`src/design/wast_pkg.sv`:
```
// ----------------------------------------------------------------------------
// wast_pkg - shared types and constants of the weekly alarm slot table
// Slot record layout, command and status codes, sequencer states and the
// repeat-mode table used by the add command.
// ----------------------------------------------------------------------------
package wast_pkg;

    // number of alarm slots and the index width that follows from it
    localparam int SLOTS = 16;
    localparam int IDX_W = (SLOTS > 1) ? $clog2(SLOTS) : 1;

    // clamp limits and mask defaults
    localparam logic [4:0] HOUR_MAX    = 5'd23;
    localparam logic [5:0] MINUTE_MAX  = 6'd59;
    localparam logic [6:0] DAYS_ALL    = 7'h7F;
    localparam logic [6:0] DAYS_WORK   = 7'h3E;
    localparam logic [6:0] DAYS_WEEKND = 7'h41;

    // command codes
    typedef enum logic [2:0] {
        CMD_CHECK  = 3'd0,
        CMD_SET    = 3'd1,
        CMD_GET    = 3'd2,
        CMD_ADD    = 3'd3,
        CMD_TOGGLE = 3'd4,
        CMD_DELETE = 3'd5
    } cmd_t;

    // result status codes
    typedef enum logic [1:0] {
        STAT_DONE   = 2'd0,
        STAT_RANGE  = 2'd1,
        STAT_SAME   = 2'd2,
        STAT_NOTIME = 2'd3
    } status_t;

    // add repeat modes
    typedef enum logic [1:0] {
        MODE_DAILY   = 2'd0,
        MODE_WORK    = 2'd1,
        MODE_WEEKEND = 2'd2,
        MODE_ONCE    = 2'd3
    } mode_t;

    // sequencer states
    typedef enum logic [1:0] {
        SEQ_IDLE = 2'd0,
        SEQ_SCAN = 2'd1,
        SEQ_EXEC = 2'd2
    } seq_state_t;

    // one alarm slot
    typedef struct packed {
        logic        en;
        logic [4:0]  hour;
        logic [5:0]  minute;
        logic [6:0]  days;
        logic        once;
        logic [31:0] lastday;
    } entry_t;

    // one result word
    typedef struct packed {
        logic       fired;
        logic [3:0] fired_slot;
        logic [1:0] status;
        logic       read_enable;
        logic [4:0] read_hour;
        logic [5:0] read_minute;
        logic [6:0] read_weekdays;
        logic       read_one_shot;
        logic       save_needed;
    } rsp_t;

    // weekday mask for an add mode
    function automatic logic [6:0] mode_days(input logic [1:0] mode);
        logic [6:0] d;
        case (mode)
            MODE_DAILY:   d = DAYS_ALL;
            MODE_WORK:    d = DAYS_WORK;
            MODE_WEEKEND: d = DAYS_WEEKND;
            MODE_ONCE:    d = DAYS_ALL;
            default:      d = DAYS_ALL;
        endcase
        return d;
    endfunction

endpackage

```
`src/design/wast_req_if.sv`:
```
// ----------------------------------------------------------------------------
// wast_req_if - command channel of the weekly alarm slot table
// Valid/ready channel carrying one command word per transfer.
// ----------------------------------------------------------------------------
interface wast_req_if;
    logic        valid;
    logic        ready;
    logic [2:0]  cmd;
    logic [7:0]  slot;
    logic [7:0]  enable_in;
    logic [7:0]  hour_in;
    logic [7:0]  minute_in;
    logic [7:0]  weekday_mask_in;
    logic [7:0]  one_shot_in;
    logic [1:0]  repeat_mode;
    logic [2:0]  weekday_now;
    logic [31:0] day_number;
    logic        time_valid;

    modport source (
        output valid, cmd, slot, enable_in, hour_in, minute_in, weekday_mask_in,
               one_shot_in, repeat_mode, weekday_now, day_number, time_valid,
        input  ready
    );

    modport sink (
        input  valid, cmd, slot, enable_in, hour_in, minute_in, weekday_mask_in,
               one_shot_in, repeat_mode, weekday_now, day_number, time_valid,
        output ready
    );
endinterface

```
`src/design/wast_rsp_if.sv`:
```
// ----------------------------------------------------------------------------
// wast_rsp_if - result channel of the weekly alarm slot table
// Valid/ready channel carrying one result word per transfer.
// ----------------------------------------------------------------------------
interface wast_rsp_if;
    logic       valid;
    logic       ready;
    logic       fired;
    logic [3:0] fired_slot;
    logic [1:0] status;
    logic       read_enable;
    logic [4:0] read_hour;
    logic [5:0] read_minute;
    logic [6:0] read_weekdays;
    logic       read_one_shot;
    logic       save_needed;

    modport source (
        output valid, fired, fired_slot, status, read_enable, read_hour,
               read_minute, read_weekdays, read_one_shot, save_needed,
        input  ready
    );

    modport sink (
        input  valid, fired, fired_slot, status, read_enable, read_hour,
               read_minute, read_weekdays, read_one_shot, save_needed,
        output ready
    );
endinterface

```
`src/design/weekly_alarm_slot_table.sv`:
```
// ----------------------------------------------------------------------------
// weekly_alarm_slot_table - alarm slot table with check/set/get/add/toggle/delete
// Sixteen alarm slots in registers, one slot examined per cycle by a
// small sequencer; every command word gives exactly one result word.
// ----------------------------------------------------------------------------
// Usage:
//   req carries one command word per valid/ready transfer; rsp returns one
//   result word per command, in order. req.ready is high only while the
//   sequencer is idle, so one command is worked on at a time.
// Sequencing:
//   check (with valid time) and add scan the slots from index 0, one slot per
//   cycle through a single compare unit, and stop at the first hit. The other
//   commands, and check without valid time, go straight from idle to the
//   execute state. A new command is taken only after the previous one has
//   written its result register.
// Reset:
//   rst_n clears every slot field to zero at once; no clearing pass, the
//   block is ready for a command straight out of reset.
// Stalls:
//   the result sits in an output register; while it waits the next command
//   is still accepted and worked on, and only its final write step holds
//   until the output register is free.
// ----------------------------------------------------------------------------
module weekly_alarm_slot_table (
    input  logic         clk,
    input  logic         rst_n,
    wast_req_if.sink     req,
    wast_rsp_if.source   rsp
);

    // state and command registers
    wast_pkg::seq_state_t          state_reg, state_next;
    logic [wast_pkg::IDX_W-1:0]    idx_reg, idx_next;
    logic                          found_reg, found_next;
    logic [2:0]                    cmd_reg;
    logic [7:0]                    slot_reg;
    logic [7:0]                    enable_reg;
    logic [7:0]                    hour_reg;
    logic [7:0]                    minute_reg;
    logic [7:0]                    mask_reg;
    logic [7:0]                    once_reg;
    logic [1:0]                    mode_reg;
    logic [2:0]                    wday_reg;
    logic [31:0]                   day_reg;
    logic                          tvalid_reg;

    // slot table and output register
    wast_pkg::entry_t              table_reg [wast_pkg::SLOTS];
    wast_pkg::rsp_t                rsp_reg, rsp_next;
    logic                          rsp_valid_reg;

    // datapath signals
    wast_pkg::entry_t              cur;
    wast_pkg::entry_t              wr_data;
    logic                          wr_en;
    logic [7:0]                    days_ext;
    logic                          match;
    logic                          hit;
    logic                          accept;
    logic                          exec_go;
    logic                          slot_bad;
    logic [4:0]                    hour_clamp;
    logic [5:0]                    minute_clamp;
    logic [6:0]                    mask_set;
    logic                          en_set;
    logic                          once_set;

    // handshake
    assign req.ready = (state_reg == wast_pkg::SEQ_IDLE);
    assign accept    = req.valid && req.ready;
    assign exec_go   = (state_reg == wast_pkg::SEQ_EXEC) && (!rsp_valid_reg || rsp.ready);

    // shared slot read and compare unit
    assign cur      = table_reg[idx_reg];
    assign days_ext = {1'b0, cur.days};
    assign match    = cur.en && days_ext[wday_reg] &&
                      ({3'b000, cur.hour} == hour_reg) &&
                      ({2'b00, cur.minute} == minute_reg) &&
                      (cur.lastday != day_reg);
    assign hit      = (cmd_reg == wast_pkg::CMD_CHECK) ? match : !cur.en;

    // clamped / normalized write values
    assign hour_clamp   = (hour_reg > {3'b000, wast_pkg::HOUR_MAX}) ?
                          wast_pkg::HOUR_MAX : hour_reg[4:0];
    assign minute_clamp = (minute_reg > {2'b00, wast_pkg::MINUTE_MAX}) ?
                          wast_pkg::MINUTE_MAX : minute_reg[5:0];
    assign mask_set     = (mask_reg[6:0] == 7'd0) ? wast_pkg::DAYS_ALL : mask_reg[6:0];
    assign en_set       = (enable_reg != 8'd0);
    assign once_set     = (once_reg != 8'd0);
    assign slot_bad     = (slot_reg >= 8'(wast_pkg::SLOTS));

    // next state
    always_comb
    begin
        state_next = state_reg;
        idx_next   = idx_reg;
        found_next = found_reg;
        case (state_reg)
            wast_pkg::SEQ_IDLE:
            begin
                if (accept)
                begin
                    found_next = 1'b0;
                    if ((req.cmd == wast_pkg::CMD_CHECK && req.time_valid) ||
                        req.cmd == wast_pkg::CMD_ADD)
                    begin
                        idx_next   = '0;
                        state_next = wast_pkg::SEQ_SCAN;
                    end
                    else
                    begin
                        idx_next   = req.slot[wast_pkg::IDX_W-1:0];
                        state_next = wast_pkg::SEQ_EXEC;
                    end
                end
            end
            wast_pkg::SEQ_SCAN:
            begin
                if (hit)
                begin
                    found_next = 1'b1;
                    state_next = wast_pkg::SEQ_EXEC;
                end
                else if (idx_reg == wast_pkg::IDX_W'(wast_pkg::SLOTS - 1))
                begin
                    // nothing found: add falls back to slot 0
                    idx_next   = '0;
                    state_next = wast_pkg::SEQ_EXEC;
                end
                else
                begin
                    idx_next = idx_reg + 1'b1;
                end
            end
            wast_pkg::SEQ_EXEC:
            begin
                if (exec_go)
                begin
                    state_next = wast_pkg::SEQ_IDLE;
                end
            end
            default:
            begin
                state_next = wast_pkg::SEQ_IDLE;
            end
        endcase
    end

    // command execution: table write and result word
    always_comb
    begin
        wr_en    = 1'b0;
        wr_data  = cur;
        rsp_next = '0;
        case (cmd_reg)
            wast_pkg::CMD_CHECK:
            begin
                if (!tvalid_reg)
                begin
                    rsp_next.status = wast_pkg::STAT_NOTIME;
                end
                else
                begin
                    rsp_next.status = wast_pkg::STAT_DONE;
                    if (found_reg)
                    begin
                        wr_en               = 1'b1;
                        wr_data.lastday     = day_reg;
                        wr_data.en          = cur.en && !cur.once;
                        rsp_next.fired      = 1'b1;
                        rsp_next.fired_slot = 4'(idx_reg);
                        rsp_next.save_needed = 1'b1;
                    end
                end
            end
            wast_pkg::CMD_ADD:
            begin
                wr_en                = 1'b1;
                wr_data.en           = 1'b1;
                wr_data.hour         = hour_clamp;
                wr_data.minute       = minute_clamp;
                wr_data.days         = wast_pkg::mode_days(mode_reg);
                wr_data.once         = (mode_reg == wast_pkg::MODE_ONCE);
                wr_data.lastday      = '0;
                rsp_next.fired_slot  = 4'(idx_reg);
                rsp_next.status      = wast_pkg::STAT_DONE;
                rsp_next.save_needed = 1'b1;
            end
            wast_pkg::CMD_SET:
            begin
                if (slot_bad)
                begin
                    rsp_next.status = wast_pkg::STAT_RANGE;
                end
                else if (cur.en == en_set && cur.hour == hour_clamp &&
                         cur.minute == minute_clamp && cur.days == mask_set &&
                         cur.once == once_set)
                begin
                    rsp_next.status = wast_pkg::STAT_SAME;
                end
                else
                begin
                    wr_en                = 1'b1;
                    wr_data.en           = en_set;
                    wr_data.hour         = hour_clamp;
                    wr_data.minute       = minute_clamp;
                    wr_data.days         = mask_set;
                    wr_data.once         = once_set;
                    wr_data.lastday      = '0;
                    rsp_next.status      = wast_pkg::STAT_DONE;
                    rsp_next.save_needed = 1'b1;
                end
            end
            wast_pkg::CMD_GET:
            begin
                if (slot_bad)
                begin
                    rsp_next.status = wast_pkg::STAT_RANGE;
                end
                else
                begin
                    rsp_next.status        = wast_pkg::STAT_DONE;
                    rsp_next.read_enable   = cur.en;
                    rsp_next.read_hour     = cur.hour;
                    rsp_next.read_minute   = cur.minute;
                    rsp_next.read_weekdays = cur.days;
                    rsp_next.read_one_shot = cur.once;
                end
            end
            wast_pkg::CMD_TOGGLE:
            begin
                if (slot_bad || cur.days == 7'd0)
                begin
                    rsp_next.status = wast_pkg::STAT_RANGE;
                end
                else
                begin
                    wr_en      = 1'b1;
                    wr_data.en = !cur.en;
                    // re-enabled slot may fire again today
                    if (!cur.en)
                    begin
                        wr_data.lastday = '0;
                    end
                    rsp_next.status      = wast_pkg::STAT_DONE;
                    rsp_next.save_needed = 1'b1;
                end
            end
            wast_pkg::CMD_DELETE:
            begin
                if (slot_bad)
                begin
                    rsp_next.status = wast_pkg::STAT_RANGE;
                end
                else if (cur.days == 7'd0)
                begin
                    rsp_next.status = wast_pkg::STAT_SAME;
                end
                else
                begin
                    wr_en                = 1'b1;
                    wr_data              = '0;
                    rsp_next.status      = wast_pkg::STAT_DONE;
                    rsp_next.save_needed = 1'b1;
                end
            end
            default:
            begin
                // unused command codes: all-zero result
                rsp_next = '0;
            end
        endcase
    end

    // sequencer control registers
    always_ff @(posedge clk or negedge rst_n)
    begin
        if (!rst_n)
        begin
            state_reg     <= wast_pkg::SEQ_IDLE;
            idx_reg       <= '0;
            found_reg     <= 1'b0;
            rsp_valid_reg <= 1'b0;
        end
        else
        begin
            state_reg <= state_next;
            idx_reg   <= idx_next;
            found_reg <= found_next;
            if (exec_go)
            begin
                rsp_valid_reg <= 1'b1;
            end
            else if (rsp.ready)
            begin
                rsp_valid_reg <= 1'b0;
            end
        end
    end

    // command capture
    always_ff @(posedge clk)
    begin
        if (accept)
        begin
            cmd_reg    <= req.cmd;
            slot_reg   <= req.slot;
            enable_reg <= req.enable_in;
            hour_reg   <= req.hour_in;
            minute_reg <= req.minute_in;
            mask_reg   <= req.weekday_mask_in;
            once_reg   <= req.one_shot_in;
            mode_reg   <= req.repeat_mode;
            wday_reg   <= req.weekday_now;
            day_reg    <= req.day_number;
            tvalid_reg <= req.time_valid;
        end
    end

    // result register
    always_ff @(posedge clk)
    begin
        if (exec_go)
        begin
            rsp_reg <= rsp_next;
        end
    end

    // slot table, cleared at reset
    always_ff @(posedge clk or negedge rst_n)
    begin
        if (!rst_n)
        begin
            for (int i = 0; i < wast_pkg::SLOTS; i++)
            begin
                table_reg[i] <= '0;
            end
        end
        else if (exec_go && wr_en)
        begin
            table_reg[idx_reg] <= wr_data;
        end
    end

    // result port
    assign rsp.valid         = rsp_valid_reg;
    assign rsp.fired         = rsp_reg.fired;
    assign rsp.fired_slot    = rsp_reg.fired_slot;
    assign rsp.status        = rsp_reg.status;
    assign rsp.read_enable   = rsp_reg.read_enable;
    assign rsp.read_hour     = rsp_reg.read_hour;
    assign rsp.read_minute   = rsp_reg.read_minute;
    assign rsp.read_weekdays = rsp_reg.read_weekdays;
    assign rsp.read_one_shot = rsp_reg.read_one_shot;
    assign rsp.save_needed   = rsp_reg.save_needed;

endmodule

```
`src/flat_wrapper.sv`:
```
// flat-port wrapper written by rule: the top's interface ports become plain ports
module weekly_alarm_slot_table_flat 
  (clk, rst_n, req_valid, req_cmd, req_slot, req_enable_in, req_hour_in, req_minute_in, req_weekday_mask_in, req_one_shot_in, req_repeat_mode, req_weekday_now, req_day_number, req_time_valid, req_ready, rsp_valid, rsp_fired, rsp_fired_slot, rsp_status, rsp_read_enable, rsp_read_hour, rsp_read_minute, rsp_read_weekdays, rsp_read_one_shot, rsp_save_needed, rsp_ready);
  wast_req_if req_i ();
  wast_rsp_if rsp_i ();
  input  logic clk;
  input  logic rst_n;
  input wire logic [$bits(req_i.valid)-1:0] req_valid;
  input wire logic [$bits(req_i.cmd)-1:0] req_cmd;
  input wire logic [$bits(req_i.slot)-1:0] req_slot;
  input wire logic [$bits(req_i.enable_in)-1:0] req_enable_in;
  input wire logic [$bits(req_i.hour_in)-1:0] req_hour_in;
  input wire logic [$bits(req_i.minute_in)-1:0] req_minute_in;
  input wire logic [$bits(req_i.weekday_mask_in)-1:0] req_weekday_mask_in;
  input wire logic [$bits(req_i.one_shot_in)-1:0] req_one_shot_in;
  input wire logic [$bits(req_i.repeat_mode)-1:0] req_repeat_mode;
  input wire logic [$bits(req_i.weekday_now)-1:0] req_weekday_now;
  input wire logic [$bits(req_i.day_number)-1:0] req_day_number;
  input wire logic [$bits(req_i.time_valid)-1:0] req_time_valid;
  output wire logic [$bits(req_i.ready)-1:0] req_ready;
  output wire logic [$bits(rsp_i.valid)-1:0] rsp_valid;
  output wire logic [$bits(rsp_i.fired)-1:0] rsp_fired;
  output wire logic [$bits(rsp_i.fired_slot)-1:0] rsp_fired_slot;
  output wire logic [$bits(rsp_i.status)-1:0] rsp_status;
  output wire logic [$bits(rsp_i.read_enable)-1:0] rsp_read_enable;
  output wire logic [$bits(rsp_i.read_hour)-1:0] rsp_read_hour;
  output wire logic [$bits(rsp_i.read_minute)-1:0] rsp_read_minute;
  output wire logic [$bits(rsp_i.read_weekdays)-1:0] rsp_read_weekdays;
  output wire logic [$bits(rsp_i.read_one_shot)-1:0] rsp_read_one_shot;
  output wire logic [$bits(rsp_i.save_needed)-1:0] rsp_save_needed;
  input wire logic [$bits(rsp_i.ready)-1:0] rsp_ready;
  assign req_i.valid = req_valid;
  assign req_i.cmd = req_cmd;
  assign req_i.slot = req_slot;
  assign req_i.enable_in = req_enable_in;
  assign req_i.hour_in = req_hour_in;
  assign req_i.minute_in = req_minute_in;
  assign req_i.weekday_mask_in = req_weekday_mask_in;
  assign req_i.one_shot_in = req_one_shot_in;
  assign req_i.repeat_mode = req_repeat_mode;
  assign req_i.weekday_now = req_weekday_now;
  assign req_i.day_number = req_day_number;
  assign req_i.time_valid = req_time_valid;
  assign req_ready = req_i.ready;
  assign rsp_valid = rsp_i.valid;
  assign rsp_fired = rsp_i.fired;
  assign rsp_fired_slot = rsp_i.fired_slot;
  assign rsp_status = rsp_i.status;
  assign rsp_read_enable = rsp_i.read_enable;
  assign rsp_read_hour = rsp_i.read_hour;
  assign rsp_read_minute = rsp_i.read_minute;
  assign rsp_read_weekdays = rsp_i.read_weekdays;
  assign rsp_read_one_shot = rsp_i.read_one_shot;
  assign rsp_save_needed = rsp_i.save_needed;
  assign rsp_i.ready = rsp_ready;
  weekly_alarm_slot_table u_core (.clk(clk), .rst_n(rst_n), .req(req_i), .rsp(rsp_i));
endmodule
```
`config.mk`:
```
export PLATFORM = sky130hd
export DESIGN_NAME = weekly_alarm_slot_table_flat
export DESIGN_NICKNAME = d
export VERILOG_FILES = /design/src/design/wast_pkg.sv /design/src/design/wast_req_if.sv /design/src/design/wast_rsp_if.sv /design/src/design/weekly_alarm_slot_table.sv /design/src/flat_wrapper.sv
export SDC_FILE = /design/constraint.sdc
export NUM_CORES = 1
export LEC_CHECK = 0
export BUFFER_PORTS_ARGS = -buffer_cell sky130_fd_sc_hd__buf_2
export CORE_MARGIN = 3
export CORE_UTILIZATION = 25
export CTS_CLUSTER_DIAMETER = 30
export CTS_CLUSTER_SIZE = 30
export DETAILED_ROUTE_END_ITERATION = 10
export GPL_ROUTABILITY_DRIVEN = 0
export GPL_TIMING_DRIVEN = 0
export HOLD_SLACK_MARGIN = 0.03
export PLACE_DENSITY = 0.44
export SKIP_LAST_GASP = 1
export SYNTH_ARGS = -nofsm -noshare
export SYNTH_HDL_FRONTEND = slang
export SYNTH_SLANG_ARGS = --single-unit
```
`constraint.sdc`:
```
create_clock -name clk -period 4.4 [get_ports clk]
set_input_delay 0 -clock clk [delete_from_list [all_inputs] [get_ports clk]]
set_output_delay 0 -clock clk [all_outputs]
set_load 0.02 [all_outputs]
```
==> metrics.md <==
| Metric | Value |
|---|---|
| Crit end category | flop |
| Max clock buf depth | 4 |
| Max-slew violation count | 0 |
| Row count | 156 |
| Worst-Skew Late Latency | 900 ps |
| WP data arrival | 5340 ps |
| Fin crit period | 4610 ps |
| Drt wl/cell | 29.6 um |
| HPWL Detailed | 119 mm |
| Clk sinks | 952 |
| Vias | 32,700 |
| Top cell type's share of synthesized area | 46.2% |
| Die Span Y | 433 um |
| CTS Root Cell | clkbuf_16 |
| Cell Area, Synth | 45,500 um2 |
| Via-to-Cell Ratio | 5.01 |
| Core area | 181,000 um2 |
| Slew @ Worst Pin | 1210 ps |
| Top cells by area, synth | dfrtp_1, mux2_2, edfxtp_1 |
| H-tree Lvls | 5 |
| Final setup fails | 742 |
| Buf/Inv on CP | 7 |
| Hold Path Class | input port to flop |
| RSZ-0062 raised after global routing | true |
| Async set-reset flop share out of synthesis | 88.2% |
| Worst Setup Start Kind | flop |
| Nets | 4,055 |
| Post-Syn Instances | 3,124 |
| Fill cell count | 17,100 |
| Post-synth top area cell | dfrtp_1 |
| GR Overflow Total | 0 |
| Top FF cell, synth | dfrtp_1 |
| Area growth from synthesis to layout | 47.8% |
| ANT nets after route | 0 |
| Clock skew | 83.5 ps |
| Slew headroom | 19.3% |
| Largest net degree at the start of global routing | 115 |
| Top-count cell post-synth | dfrtp_1 |
| Max reg flops | 832 |
| DR pass1 iterations | 5 |
| CTS Buf Count | 300 |
| CP Data Required Time | 5130 ps |
| Worst R2R Setup Slack | -210 ps |
| CP peak stage delay | 480 ps |
| Register area share after synthesis | 53.5% |
| DRC errors left | 0 |
| Syn_nets | 3,221 |
| DR iter-0 viols | 2,470 |
| Pwr/cell area | 617 nW/um2 |
| Die X | 433 um |
| Syn Area/Cell | 14.6 um2 |
| Synth Register Bits | 952 |
| Initial Utilization | 25.2% |
| Post-layout util | 37.2% |
| Max IR drop VDD | 0.410 mV |
| Leak | 30.6 nW |
| Fin. Hold Viols | 0 |
| CP Class | flop to flop |
| Pre-CTS WS | -2920 ps |
| CTS tree | done |
| Post-route clock period utilization | 105% |
| Share of cells above drive strength 1 | 53.2% |
| Slowest CP cell | dfrtp_2 |
| Fmax | 217 MHz |
| Antenna violations before repair | 3 |
| Fin worst setup slack | -206 ps |
| EDFF count, synth | 112 |
| Critical-path cell list | buf_4 -> nor2b_1 -> clkbuf_2 -> clkbuf_4 -> a22oi_1 -> nand2_1 -> xor2_1 -> o31ai_4 -> nor4bb_2 -> nand3b_1 -> a21boi_2 -> buf_6 -> buf_12 -> nor3_4 -> buf_12 -> buf_4 -> mux2_2 |
| I/O pins | 123 |
| Max cap viols | 0 |
| Global-route wire length before repair | 265 mm |
| Reg clk slew, reported paths | 40 ps |
| Status | finished, violations left |
| TNS Setup | -53,700 ps |
| Violated checks | negative setup slack |
| Number of port buffers | 121 |
| Tot GR Track Use | 20.1% |
| Aggregate routed wire length | 194 mm |
| Die area | 187,000 um2 |
| Synth unique cells | 88 |
| Warnings from Yosys | 0 |
| CP max FO | 10 |
| Most frequent cells after synthesis | dfrtp_1, mux2_2, mux4_2, mux2i_1, edfxtp_1 |
| Vias in the first global route | 34,100 |
| Delay-heaviest family, CP | buffers and inverters |
-- final cells by class --
| cell class | instances | area [um2] | share of cell area [%] |
|---|---|---|---|
| diodes | 2 | 5.00 | 0.00743 |
| clock inverters | 94 | 1200 | 1.78 |
| well taps | 2370 | 2970 | 4.40 |
| flip-flops and latches | 952 | 24400 | 36.2 |
| plain buffers | 249 | 3370 | 5.01 |
| clock buffers | 420 | 8640 | 12.8 |
| repair buffers | 537 | 5540 | 8.23 |
| inverters | 11 | 56.3 | 0.0836 |
| multi-input cells | 1907 | 21200 | 31.4 |
-- metrics by stage --
stage               power (W)  hold WS (ps)  cell area, um2  cells
global route           0.0429          94.7           67300   6540
floorplan              0.0148          -296           45500   3124
detailed placement     0.0185          24.7           49500   5627
finish                 0.0416          91.7           67300   6542
global placement       0.0184           177           49100   5615
CTS                    0.0411          38.4           65000   6439
-- layer usage --
| layer | track usage [%] | wire, um |
|---|---|---|
| met5 | 0 | 0 |
| met1 | 26.2 | 83400 |
| met2 | 31.8 | 89500 |
| met4 | 9.18 | 9120 |
| met3 | 4.25 | 11500 |
-- placed cells by master, fill, tap and decap left out, types with 29 or more instances in the layout --
cell type      Yosys  routed
dfrtp_1          840     839
mux2_2           824     800
clkbuf_16          0     335
dlygate4sd3_1      0     180
buf_4             35     154
mux4_2           143     153
buf_2            103     138
mux2i_1          139     115
edfxtp_1         112     112
nand2_1          109     102
buf_12             6      91
nor2_1            93      87
clkbuf_1          52      77
buf_6              9      61
clkbuf_8           0      56
clkinv_2           0      48
buf_16             0      47
a21oi_1           41      39
o21ai_0           59      38
mux2_4             0      30
nor3_1            33      29
-- cells by family (layout without fill, tap and decap cells) --
family | after synthesis | after routing | synth area share [%]
adders and majority gates | 4 | 4 | 0.110
muxes | 1161 | 1161 | 32.8
and+or+nand+nor | 370 | 370 | 4.25
buffers and inverters | 265 | 1311 | 3.12
xor gates and xnor gates | 72 | 72 | 1.38
DFF | 952 | 952 | 53.5
AOI/OAI and AO/OA | 300 | 300 | 4.79
other | 0 | 2 | 0
-- what timing repair did --
item	CTS	global route
hold buffers	181	0
endpoints found under the setup margin	852	834
resized for setup	663	274
cloned	14	30
pin swaps	47	44
buffers inserted	107	74
endpoints found under the hold margin	394	0
-- worst min-delay path, stage by stage --
cell and delay [ps]:
dlygate4sd3_1 520, buf_2 130, a31oi_1 90, o211ai_1 170
-- worst paths after layout --
| kind | cells past startpoint | end | startpoint |
|---|---|---|---|
| min reg2reg | 1 | u_core.table_reg[33]$_DFFE_PN0P_ | u_core.table_reg[33]$_DFFE_PN0P_ |
| max reg2reg | 17 | u_core.table_reg[114]$_DFFE_PN0P_ | u_core.idx_reg[1]$_DFFE_PN0P_ |
| min | 4 | u_core.idx_reg[3]$_DFFE_PN0P_ | req_slot[3] |
| max in group asynchronous | 7 | u_core.table_reg[130]$_DFFE_PN0P_ | rst_n |
| max | 17 | u_core.table_reg[114]$_DFFE_PN0P_ | u_core.idx_reg[1]$_DFFE_PN0P_ |
| min in group asynchronous | 4 | u_core.table_reg[764]$_DFFE_PN0P_ | rst_n |
-- report_power, final --
group / total, W / switching (W) / internal, W
combinational: 0.0103 / 0.00612 / 0.00421
clock: 0.0208 / 0.00587 / 0.0150
sequential: 0.0104 / 0.000553 / 0.00984
total: 0.0416 / 0.0125 / 0.0290
No activity file was read; power rests on OpenSTA's default activity.
